[src/rtl/core/grm_pkg.sv]
`default_nettype none
// ----------------------------------------------------------------------------
// grm_pkg: shared types and constants for the grid rotate/mirror view
// Field widths, register indexes, transform codes and default parameters.
// ----------------------------------------------------------------------------
package grm_pkg;

    localparam int DEF_MAX_DIM   = 16;
    localparam int DEF_CELL_BITS = 32;

    localparam int IDX_W   = 4;   // row/column index field
    localparam int DIM_W   = 5;   // dimension registers and view dimensions
    localparam int DATA_W  = 32;  // cell_value and read_value fields
    localparam int APB_AW  = 4;
    localparam int APB_DW  = 32;

    localparam logic [DIM_W-1:0] ROW_COUNT_RST = DIM_W'(2);
    localparam logic [DIM_W-1:0] COL_COUNT_RST = DIM_W'(2);

    typedef enum logic [2:0] {
        MODE_NONE  = 3'd0,
        MODE_ROT_R = 3'd1,
        MODE_ROT_2 = 3'd2,
        MODE_ROT_L = 3'd3,
        MODE_MIR_H = 3'd4,
        MODE_MIR_V = 3'd5,
        MODE_DIAG  = 3'd6,
        MODE_ADIAG = 3'd7
    } t_mode;

    typedef enum logic {
        OP_WRITE = 1'b0,
        OP_READ  = 1'b1
    } t_op;

    typedef enum logic [1:0] {
        REG_ROW_COUNT = 2'd0,
        REG_COL_COUNT = 2'd1,
        REG_XFORM     = 2'd2
    } t_reg_idx;

    typedef struct packed {
        logic [DIM_W-1:0] row_count;
        logic [DIM_W-1:0] col_count;
        t_mode            mode;
    } t_cfg;

    // access decision for one item, from the address mapper
    typedef struct packed {
        logic             wr_en;
        logic             rd_en;
        logic             err;
        logic [DIM_W-1:0] view_rows;
        logic [DIM_W-1:0] view_cols;
    } t_acc;

endpackage
`default_nettype wire

[src/rtl/core/grm_cfg.sv]
`default_nettype none
// ----------------------------------------------------------------------------
// grm_cfg: configuration registers
// APB-style register file holding grid dimensions and the transform mode.
// ----------------------------------------------------------------------------
module grm_cfg (
    input  wire logic                          i_clk,
    input  wire logic                          i_rst_n,
    input  wire logic                          psel,
    input  wire logic                          penable,
    input  wire logic                          pwrite,
    input  wire logic [grm_pkg::APB_AW-1:0]    paddr,
    input  wire logic [grm_pkg::APB_DW-1:0]    pwdata,
    output logic      [grm_pkg::APB_DW-1:0]    prdata,
    output logic                               pready,
    output grm_pkg::t_cfg                      o_cfg
);

    logic [grm_pkg::DIM_W-1:0] r_row_count;
    logic [grm_pkg::DIM_W-1:0] r_col_count;
    grm_pkg::t_mode            r_mode;
    grm_pkg::t_reg_idx         reg_idx;
    logic                      wr_strobe;

    assign pready    = 1'b1;
    assign reg_idx   = grm_pkg::t_reg_idx'(paddr[3:2]);
    assign wr_strobe = psel && penable && pwrite && pready;

    always_ff @(posedge i_clk) begin
        if (!i_rst_n) begin
            r_row_count <= grm_pkg::ROW_COUNT_RST;
            r_col_count <= grm_pkg::COL_COUNT_RST;
            r_mode      <= grm_pkg::MODE_NONE;
        end else if (wr_strobe) begin
            unique case (reg_idx)
                grm_pkg::REG_ROW_COUNT: r_row_count <= pwdata[grm_pkg::DIM_W-1:0];
                grm_pkg::REG_COL_COUNT: r_col_count <= pwdata[grm_pkg::DIM_W-1:0];
                grm_pkg::REG_XFORM:     r_mode      <= grm_pkg::t_mode'(pwdata[2:0]);
                default: ;
            endcase
        end
    end

    always_comb begin
        unique case (reg_idx)
            grm_pkg::REG_ROW_COUNT: prdata = grm_pkg::APB_DW'(r_row_count);
            grm_pkg::REG_COL_COUNT: prdata = grm_pkg::APB_DW'(r_col_count);
            grm_pkg::REG_XFORM:     prdata = grm_pkg::APB_DW'(r_mode);
            default:                prdata = '0;
        endcase
    end

    assign o_cfg.row_count = r_row_count;
    assign o_cfg.col_count = r_col_count;
    assign o_cfg.mode      = r_mode;

endmodule
`default_nettype wire

[config.mk]
export PLATFORM = sky130hd
export DESIGN_NAME = grm_cfg
export DESIGN_NICKNAME = d
export VERILOG_FILES = /design/src/rtl/core/grm_pkg.sv /design/src/rtl/core/grm_cfg.sv
export SDC_FILE = /design/constraint.sdc
export NUM_CORES = 1
export LEC_CHECK = 0
export BUFFER_PORTS_ARGS = -buffer_cell sky130_fd_sc_hd__clkbuf_2
export CORE_ASPECT_RATIO = 0.75
export CORE_UTILIZATION = 36
export CTS_BUF_LIST = sky130_fd_sc_hd__clkbuf_4 sky130_fd_sc_hd__clkbuf_8
export CTS_CLUSTER_DIAMETER = 150
export DETAILED_ROUTE_END_ITERATION = 10
export GPL_TIMING_DRIVEN = 0
export PLACE_DENSITY = 0.81
export SETUP_SLACK_MARGIN = 0.4
export SYNTH_ARGS = -nofsm -noshare
export SYNTH_HDL_FRONTEND = slang
export SYNTH_SLANG_ARGS = --single-unit
export TNS_END_PERCENT = 1
[constraint.sdc]
create_clock -name i_clk -period 1.5 [get_ports i_clk]
set_clock_uncertainty 0.15 [all_clocks]
set_input_delay 0.3 -clock i_clk [delete_from_list [all_inputs] [get_ports i_clk]]
set_output_delay 0.3 -clock i_clk [all_outputs]
set_load 0.01 [all_outputs]
==> flow_summary.json <==
{
  "grt_max_degree": 11,
  "grt_usage": 0.1366,
  "cts_buffers": 3,
  "start_kind": "primary input",
  "netlist_area_sq_um": 854.6,
  "power_density_nw_per_um2": 617.8,
  "fin_util": 0.5579,
  "post-route-period-util": 0.9438,
  "core_sq_um": 2120,
  "fin_setup_tns_ns": 0,
  "p_comb_frac": 0.224,
  "setup_viol": 0,
  "grt_pass1_vias": 631,
  "postCtsHoldBufs": 0,
  "p_seq_frac": 0.483,
  "endpoint": "prdata[0]",
  "reg2reg_depth": 3,
  "hp-class": "primary input to register",
  "start_util": 0.4032,
  "crit_arrival_ns": 0.97,
  "switchingPower_w": 0.0001994,
  "viasPerCell": 4.074,
  "hpwl_microns": 1448,
  "layout_common_cells": "buf_4 (30), conb_1 (28), clkbuf_2 (25), nand2_1 (19), mux2i_1 (18)",
  "power_w": 0.0007305,
  "crit_start": "paddr[2]",
  "power.internal_w": 0.0005311,
  "vias": 766,
  "grt_pass1_wl_microns": 2628,
  "instances_no_fill": 188,
  "required_ns": 1.05,
  "timing.final.crit_period_ns": 1.416,
  "peakVddDrop_mv": 0.5213,
  "ys_seq_elements": 13,
  "fill_cells": 204,
  "tightest_slew_ns": 0.6119,
  "relSlewSlack": 0.5912,
  "placedCellCount": 182,
  "rr_endpoint": "r_row_count[1]$_SDFFE_PN1P_",
  "die_x_microns": 58.26,
  "cts-htree-levels": 1,
  "yosysUniqueCellTypes": 16,
  "drive_gt1_frac": 0.4808,
  "end_kind": "output pin",
  "setup.worst_path.class": "primary input to output pin",
  "reg2reg_from": "r_row_count[1]$_SDFFE_PN1P_",
  "hold_viol_final": 0,
  "drt_iter0_drc": 3,
  "maxCapViolCount": 0,
  "rows": 14,
  "die_h_microns": 44.20,
  "avgSynthCellArea_sq_um": 8.720,
  "syn_to_final_growth_pct": 38.36,
  "place.gp.congestion": 0.7064,
  "die-area_sq_um": 2575,
  "drt-wirelength-per-cell_microns": 9.330,
  "portBuffers": 26,
  "fmax_mhz": 706.3,
  "grt_setup_unrepaired": "yes",
  "finalWirelength_microns": 1754,
  "nets": 198,
  "gr-total-overflow": 0,
  "clockPowerShare": 0.293,
  "cts_tree": "built",
  "crit_fanout": 9,
  "pin_count": 87,
  "antenna_found_initial": 0,
  "status": "complete, no violations",
  "yosys_warnings": 0,
  "clockBufferDepth": 2,
  "cts-root-buf": "clkbuf_4",
  "final_common_cell": "buf_4",
  "cts.clk_slew.worst_paths_ns": 0.08,
  "leakage_nw": 0.6512,
  "ant_nets": 0,
  "worst-r2r-setup-slack_ns": 0.60,
  "cts.sinks": 13,
  "seq_area_frac_synth": 0.3045,
  "insertion_delay_ns": 0.28,
  "antennaDiodeCount": 0,
  "drt_first_pass_iters": 4,
  "slew_violations": 0,
  "postSynthCellCount": 98,
  "drc": 0,
  "swShare": 0.2730
}
[how the worst min path moves through the flow]
stage,from,end,slack (ns),depth (start not counted)
2_1_floorplan,pwdata[1],r_mode[1]$_SDFFE_PN0P_,0.29,2
3_3_place_gp,r_mode[1]$_SDFFE_PN0P_,r_mode[1]$_SDFFE_PN0P_,0.31,2
3_5_place_dp,r_row_count[2]$_SDFFE_PN0P_,r_row_count[2]$_SDFFE_PN0P_,0.32,2
4_1_cts,pwdata[1],r_mode[1]$_SDFFE_PN0P_,0.11,3
5_1_grt,pwdata[1],r_mode[1]$_SDFFE_PN0P_,0.12,3
6_report,pwdata[1],r_mode[1]$_SDFFE_PN0P_,0.11,3
[logic make-up after synthesis]
| family | Yosys count | share of synthesized area |
|---|---|---|
| DFF | 13 | 0.3045 |
| other | 2 | 0.008788 |
| and+or+nand+nor | 29 | 0.1669 |
| buffers and inverters | 33 | 0.2914 |
| muxes | 18 | 0.2108 |
| AOI/OAI and AO/OA | 3 | 0.01756 |
[stage by stage]
| step | hold slack [ns] | cell area, sq um | worst slack (ns) |
|---|---|---|---|
| floorplan | 0.2921 | 959.7 | 0.2052 |
| global placement | 0.3093 | 1130 | 0.05035 |
| detailed placement | 0.3241 | 1130 | -0.01640 |
| CTS | 0.1058 | 1180 | 0.07916 |
| global route | 0.1172 | 1182 | 0.03121 |
| finish | 0.1065 | 1182 | 0.08425 |
[cell usage after synthesis]
cell      instances  area [sq um]
buf_4            29         217.7
nand2_1          19         71.32
mux2i_1          18         180.2
dfxtp_1          13         260.3
nor2b_1           3         18.77
o21ai_0           3         15.01
buf_6             2         22.52
conb_1            2         7.510
nor2_1            2         7.510
and2b_2           1         8.760
buf_2             1         5.000
clkbuf_1          1         3.750
nand3_2           1         10.01
nor3_2            1         10.01
nor3b_1           1         7.510
or3b_1            1         8.760
[final cells by class]
class / instances / area (sq um) / share of cell area
clock buffers: 3 / 22.52 / 0.01905
clock inverters: 1 / 5.005 / 0.004233
flip-flops and latches: 13 / 270.3 / 0.2286
plain buffers: 33 / 256.5 / 0.2169
multi-input cells: 78 / 442.9 / 0.3746
well taps: 32 / 40.04 / 0.03386
repair buffers: 28 / 145.1 / 0.1228
[state kept, by name, summed over array words and instances (netlist names)]
signal	count
r_col_count	5
r_row_count	5
r_mode	3
[repair_timing]
action	CTS	global route
setup endpoints to repair	31	31
cloned	0	0
buffers inserted	2	0
pin swaps	1	1
gates resized for setup	9	3
endpoints found under the hold margin	0	0
[routing by layer]
metal  vias up  global-route usage  share of wire
li1        376                   -              -
met1       351              0.1464           0.41
met2        39              0.2667           0.52
met3         0             0.04971          0.077
met4         0             0.01429              0
met5         -                   0              0
[worst max-delay path, stage by stage]
cell	delay (ns)
buf_6	0.12
and2b_2	0.24
nand2_1	0.07
o21ai_1	0.08
clkbuf_2	0.15
[power by group through the flow]
stage	combinational, W	sequential, W	clock (W)
after CTS	0.000161	0.000353	0.000218
after global placement	0.000157	0.000361	0
final	0.000163	0.000353	0.000214
after detailed placement	0.000159	0.000361	0
after global routing	0.000178	0.000354	0.000232
after floorplan	0.000129	0.000362	0
No activity file was read; power rests on OpenSTA's default activity.
