`src/rtl/core/grm_pkg.sv`:
```
`default_nettype none
// ----------------------------------------------------------------------------
// grm_pkg: shared types and constants for the grid rotate/mirror view
// Field widths, register indexes, transform codes and default parameters.
// ----------------------------------------------------------------------------
package grm_pkg;

    localparam int DEF_MAX_DIM   = 16;
    localparam int DEF_CELL_BITS = 32;

    localparam int IDX_W   = 4;   // row/column index field
    localparam int DIM_W   = 5;   // dimension registers and view dimensions
    localparam int DATA_W  = 32;  // cell_value and read_value fields
    localparam int APB_AW  = 4;
    localparam int APB_DW  = 32;

    localparam logic [DIM_W-1:0] ROW_COUNT_RST = DIM_W'(2);
    localparam logic [DIM_W-1:0] COL_COUNT_RST = DIM_W'(2);

    typedef enum logic [2:0] {
        MODE_NONE  = 3'd0,
        MODE_ROT_R = 3'd1,
        MODE_ROT_2 = 3'd2,
        MODE_ROT_L = 3'd3,
        MODE_MIR_H = 3'd4,
        MODE_MIR_V = 3'd5,
        MODE_DIAG  = 3'd6,
        MODE_ADIAG = 3'd7
    } t_mode;

    typedef enum logic {
        OP_WRITE = 1'b0,
        OP_READ  = 1'b1
    } t_op;

    typedef enum logic [1:0] {
        REG_ROW_COUNT = 2'd0,
        REG_COL_COUNT = 2'd1,
        REG_XFORM     = 2'd2
    } t_reg_idx;

    typedef struct packed {
        logic [DIM_W-1:0] row_count;
        logic [DIM_W-1:0] col_count;
        t_mode            mode;
    } t_cfg;

    // access decision for one item, from the address mapper
    typedef struct packed {
        logic             wr_en;
        logic             rd_en;
        logic             err;
        logic [DIM_W-1:0] view_rows;
        logic [DIM_W-1:0] view_cols;
    } t_acc;

endpackage
`default_nettype wire

```
`src/rtl/core/grm_map.sv`:
```
`default_nettype none
// ----------------------------------------------------------------------------
// grm_map: view-to-source address mapper
// Clamps the dimensions, range-checks the coordinates and maps a view
// coordinate of a read through the selected transform to a store address;
// a write goes to its coordinate as given.
module grm_map #(
    parameter  int MAX_DIM = grm_pkg::DEF_MAX_DIM,
    localparam int ADDR_W  = $clog2(MAX_DIM * MAX_DIM)
) (
    input  wire grm_pkg::t_cfg                 i_cfg,
    input  wire logic                          i_fire,
    input  wire logic                          i_operation,
    input  wire logic [grm_pkg::IDX_W-1:0]     i_row_index,
    input  wire logic [grm_pkg::IDX_W-1:0]     i_col_index,
    output logic      [ADDR_W-1:0]             o_addr,
    output grm_pkg::t_acc                      o_acc
);

    localparam int DW = grm_pkg::DIM_W;

    logic [DW-1:0] nr, nc, sq, vr, vc, r, c, sr, sc;
    logic          swap, in_src, in_view, in_sq;

    function automatic logic [DW-1:0] eff_dim(input logic [DW-1:0] v);
        logic [DW-1:0] res;
        if (v == '0)
            res = DW'(1);
        else if (32'(v) > MAX_DIM)
            res = DW'(MAX_DIM);
        else
            res = v;
        return res;
    endfunction

    always_comb begin
        nr   = eff_dim(i_cfg.row_count);
        nc   = eff_dim(i_cfg.col_count);
        sq   = (nr < nc) ? nr : nc;
        swap = (i_cfg.mode == grm_pkg::MODE_ROT_R) || (i_cfg.mode == grm_pkg::MODE_ROT_L);
        vr   = swap ? nc : nr;
        vc   = swap ? nr : nc;
        r    = DW'(i_row_index);
        c    = DW'(i_col_index);

        in_src  = (r < nr) && (c < nc);
        in_view = (r < vr) && (c < vc);
        in_sq   = (r < sq) && (c < sq);

        sr = r;
        sc = c;
        case (i_cfg.mode)
            grm_pkg::MODE_ROT_R: begin
                sr = nr - DW'(1) - c;
                sc = r;
            end
            grm_pkg::MODE_ROT_2: begin
                sr = nr - DW'(1) - r;
                sc = nc - DW'(1) - c;
            end
            grm_pkg::MODE_ROT_L: begin
                sr = c;
                sc = nc - DW'(1) - r;
            end
            grm_pkg::MODE_MIR_H: sc = nc - DW'(1) - c;
            grm_pkg::MODE_MIR_V: sr = nr - DW'(1) - r;
            grm_pkg::MODE_DIAG: begin
                if (in_sq) begin
                    sr = c;
                    sc = r;
                end
            end
            grm_pkg::MODE_ADIAG: begin
                if (in_sq) begin
                    sr = sq - DW'(1) - c;
                    sc = sq - DW'(1) - r;
                end
            end
            default: ;
        endcase

        // writes go to the source coordinate as given
        if (i_operation == grm_pkg::OP_WRITE)
            o_addr = ADDR_W'(32'(r) * MAX_DIM + 32'(c));
        else
            o_addr = ADDR_W'(32'(sr) * MAX_DIM + 32'(sc));

        o_acc.wr_en     = i_fire && (i_operation == grm_pkg::OP_WRITE) && in_src;
        o_acc.rd_en     = i_fire && (i_operation == grm_pkg::OP_READ) && in_view;
        o_acc.err       = (i_operation == grm_pkg::OP_WRITE) ? !in_src : !in_view;
        o_acc.view_rows = vr;
        o_acc.view_cols = vc;
    end

endmodule
`default_nettype wire

```
`config.mk`:
```
export PLATFORM = sky130hd
export DESIGN_NAME = grm_map
export DESIGN_NICKNAME = d
export VERILOG_FILES = /design/src/rtl/core/grm_pkg.sv /design/src/rtl/core/grm_map.sv
export SDC_FILE = /design/constraint.sdc
export NUM_CORES = 1
export LEC_CHECK = 0
export CAP_MARGIN = 20
export CORE_AREA = 10 10 99 101
export DETAILED_ROUTE_END_ITERATION = 7
export DIE_AREA = 0 0 109 111
export DONT_BUFFER_PORTS = 1
export PLACE_DENSITY_LB_ADDON = 0.25
export SYNTH_ARGS = -nofsm -noshare
export SYNTH_HDL_FRONTEND = slang
export SYNTH_SLANG_ARGS = --single-unit
```
`constraint.sdc`:
```
create_clock -name vclk -period 5.6
set_input_delay 0.28 -clock vclk [all_inputs]
set_output_delay 0.28 -clock vclk [all_outputs]
set_load 0.02 [all_outputs]
```
==> results.yml <==
outcome:
  status: "finished, final reports clean"
sta:
  holdWs_ns: 0.6429
  finalCriticalPeriod_ns: 5.133
  fmax_mhz: 194.8
  final_max_slew_viol_count: 0
  rsz0062_at_grt: "no"
  tns_ns: 0
  timing.final.crit_share: 0.9165
  final-setup-viol-count: 0
  final_hold_viol_count: 0
  timing.slew.headroom: 0.3935
  worstMarginPinSlew_ns: 0.9003
job:
  number_of_maximum_capacitance_violations: 0
global_routing:
  grt_pass1_vias: 2283
  grtUsageTotal: 0.1258
  grt_max_degree: 38
  grt_pass1_wl_um: 12580
  number_of_antenna_violations_at_the_first_check_in_global_routing: 0
  grt.overflow.total: 0
synthesis:
  ys_top_cells_by_area: "sky130_fd_sc_hd__ha_1, sky130_fd_sc_hd__o21ai_0, sky130_fd_sc_hd__a21oi_1"
  synth_seq_area_share: 0
  yosys.area.top_type_share: 0.2232
  syn_nets: 412
  synthesis.instances: 344
  ys_types: 55
  syn-mean-instance-area_um2: 6.682
  yosysTopAreaCell: "sky130_fd_sc_hd__ha_1"
  synth_area_um2: 2298
  synth-warning-count: 0
critical_path:
  timing.setup.critical_path_class: "input port to primary output"
  timing.critical_path.from_type: "input port"
  crit_path_end_kind: "primary output"
  worst-endpoint-required_ns: 5.32
  critical_path_peak_fanout: 9
  worst-endpoint-arrival_ns: 4.85
layout:
  multi_input_area_um2: 2110
  num_antenna_cells: 0
  post_route_cells_drive_above_1_share: 0.07229
  numSequentialCells: 0
  final_net_count: 402
  finalNonFillerCells: 437
  nClkBuffers: 0
  final.fill_count: 889
  flow.area_growth_from_synthesis_pct: 4.355
  final_util: 0.3010
  register_area_um2: 0
min_path:
  worstHoldPathType: "input port to primary output"
  worstHoldEndpoint: "o_addr[7]"
  hold_path_depth: 1
  min_from: "i_operation"
floorplan:
  die_h_um: 111
  placementRows: 33
  area_of_the_die_um2: 12100
  ios: 44
  initial_utilization: 0.2884
  floorplan.die.width_um: 109
  core_region_area_um2: 7969
drt:
  drcViolationCount: 0
  number_of_nets_with_antenna_violations_after_routing: 0
  post_drt_wl_per_cell_um: 17.96
  drt-vias-per-instance: 5.458
  wl_um: 7849
  iteration_count_of_the_initial_detailed_routing_pass: 4
  vias: 2385
  detail_route.iter0.violations: 177
placed_design:
  gp_routability_congestion: 0.8245
  detailed_place_hpwl_um: 6363
  dp.cells: 437
  place.port_buffers: 0
power_and_ir_drop:
  vdd_drop_max_mv: 0.03022
  power_per_cell_area_nw_per_um2: 148.0
  power_mw: 0.3550
  p_leak_nw: 1.007
clocking:
  cts_repair_resize_count: 0
  cts-hold-fix-buffers: 0
  postCtsSetupBuffers: 0
## kinds of logic after synthesis
group,Yosys count,synth area share
xor+xnor,16,0.06097
fa+ha+maj,45,0.2580
compound gates,129,0.3631
buf+inv,50,0.08383
mux,5,0.02178
simple gates,99,0.2123
## worst max-delay path: stages
cell,delay [ns]
sky130_fd_sc_hd__inv_2,0.11
sky130_fd_sc_hd__nand2_1,0.20
sky130_fd_sc_hd__ha_1,0.36
sky130_fd_sc_hd__a211oi_1,0.28
sky130_fd_sc_hd__nor2_1,0.10
sky130_fd_sc_hd__nor2_2,0.25
sky130_fd_sc_hd__and2_4,0.22
sky130_fd_sc_hd__nor2_1,0.04
sky130_fd_sc_hd__a21oi_1,0.29
sky130_fd_sc_hd__ha_1,0.24
sky130_fd_sc_hd__xnor2_1,0.16
sky130_fd_sc_hd__ha_1,0.31
sky130_fd_sc_hd__a21o_1,0.19
sky130_fd_sc_hd__a21oi_1,0.16
sky130_fd_sc_hd__xor2_1,0.18
sky130_fd_sc_hd__xnor2_1,0.09
sky130_fd_sc_hd__nor2_1,0.10
sky130_fd_sc_hd__a31oi_1,0.09
sky130_fd_sc_hd__o22ai_1,0.14
sky130_fd_sc_hd__ha_1,0.19
sky130_fd_sc_hd__nand2_1,0.05
sky130_fd_sc_hd__a211oi_1,0.27
sky130_fd_sc_hd__nand3_2,0.11
sky130_fd_sc_hd__xor2_1,0.16
sky130_fd_sc_hd__a21oi_2,0.27
## where the power goes
group          leakage, nW  internal, mW  switching, mW
logic                 1.01         0.145          0.210
registers                0             0              0
clock network            0             0              0
## Yosys cell counts (3+ instances only)
| master | instances |
|---|---|
| sky130_fd_sc_hd__a211oi_1 | 3 |
| sky130_fd_sc_hd__a21boi_0 | 3 |
| sky130_fd_sc_hd__a21o_1 | 8 |
| sky130_fd_sc_hd__a21oi_1 | 35 |
| sky130_fd_sc_hd__a31oi_1 | 7 |
| sky130_fd_sc_hd__and4_1 | 4 |
| sky130_fd_sc_hd__buf_1 | 3 |
| sky130_fd_sc_hd__clkbuf_1 | 11 |
| sky130_fd_sc_hd__fa_1 | 4 |
| sky130_fd_sc_hd__ha_1 | 41 |
| sky130_fd_sc_hd__inv_1 | 31 |
| sky130_fd_sc_hd__inv_2 | 3 |
| sky130_fd_sc_hd__mux2i_1 | 5 |
| sky130_fd_sc_hd__nand2_1 | 33 |
| sky130_fd_sc_hd__nand2b_1 | 6 |
| sky130_fd_sc_hd__nand3_1 | 9 |
| sky130_fd_sc_hd__nor2_1 | 25 |
| sky130_fd_sc_hd__nor2b_1 | 5 |
| sky130_fd_sc_hd__nor3_1 | 4 |
| sky130_fd_sc_hd__o211ai_1 | 3 |
| sky130_fd_sc_hd__o21a_1 | 3 |
| sky130_fd_sc_hd__o21ai_0 | 36 |
| sky130_fd_sc_hd__o22ai_1 | 5 |
| sky130_fd_sc_hd__o31ai_1 | 4 |
| sky130_fd_sc_hd__xnor2_1 | 10 |
| sky130_fd_sc_hd__xor2_1 | 6 |
## stage by stage
| stage | instance area [um^2] | setup slack [ns] |
|---|---|---|
| 3_5_place_dp | 2395 | 0.3735 |
| 3_3_place_gp | 2395 | 0.4978 |
| 4_1_cts | 2395 | 0.3535 |
| 2_1_floorplan | 2298 | 0.7049 |
| 6_report | 2399 | 0.4675 |
| 5_1_grt | 2399 | 0.05332 |
## layer usage
metal,share of wire,vias to the layer above,global-route usage
met5,0,-,0
met4,0,0,0.002639
met3,0.056,0,0.006395
met2,0.50,53,0.2233
met1,0.45,1118,0.1694
li1,-,1214,-
## how the worst max path moves through the flow
stage / startpoint / slack (ns) / cells after the start / end
finish: i_cfg[7] / 0.47 / 25 / o_addr[7]
CTS: i_cfg[7] / 0.35 / 25 / o_addr[7]
floorplan: i_cfg[12] / 0.70 / 25 / o_addr[7]
global placement: i_cfg[7] / 0.50 / 25 / o_addr[7]
global route: i_cfg[7] / 0.05 / 25 / o_addr[7]
detailed placement: i_cfg[7] / 0.37 / 25 / o_addr[7]
## final cells by class
cell class / instances / share of cell area
timing repair buffer: 4 / 0.01252
inverter: 34 / 0.05321
tap: 105 / 0.05477
multi-input combinational: 294 / 0.8795
## layout by cell type, fill, tap and decap left out, types with 4 or more instances in the layout
| cell | Yosys | routed |
|---|---|---|
| sky130_fd_sc_hd__xor2_1 | 6 | 6 |
| sky130_fd_sc_hd__nand2b_1 | 6 | 6 |
| sky130_fd_sc_hd__ha_1 | 41 | 41 |
| sky130_fd_sc_hd__o22ai_1 | 5 | 5 |
| sky130_fd_sc_hd__inv_1 | 31 | 31 |
| sky130_fd_sc_hd__xnor2_1 | 10 | 10 |
| sky130_fd_sc_hd__nor3_1 | 4 | 4 |
| sky130_fd_sc_hd__nand2_1 | 33 | 33 |
| sky130_fd_sc_hd__nor2b_1 | 5 | 5 |
| sky130_fd_sc_hd__fa_1 | 4 | 4 |
| sky130_fd_sc_hd__o21ai_0 | 36 | 36 |
| sky130_fd_sc_hd__mux2i_1 | 5 | 5 |
| sky130_fd_sc_hd__o31ai_1 | 4 | 4 |
| sky130_fd_sc_hd__a21oi_1 | 35 | 34 |
| sky130_fd_sc_hd__buf_4 | 1 | 4 |
| sky130_fd_sc_hd__nor2_1 | 25 | 25 |
| sky130_fd_sc_hd__a31oi_1 | 7 | 7 |
| sky130_fd_sc_hd__a21o_1 | 8 | 8 |
| sky130_fd_sc_hd__and4_1 | 4 | 4 |
| sky130_fd_sc_hd__nand3_1 | 9 | 9 |
Power figures use the tool's default switching activity.
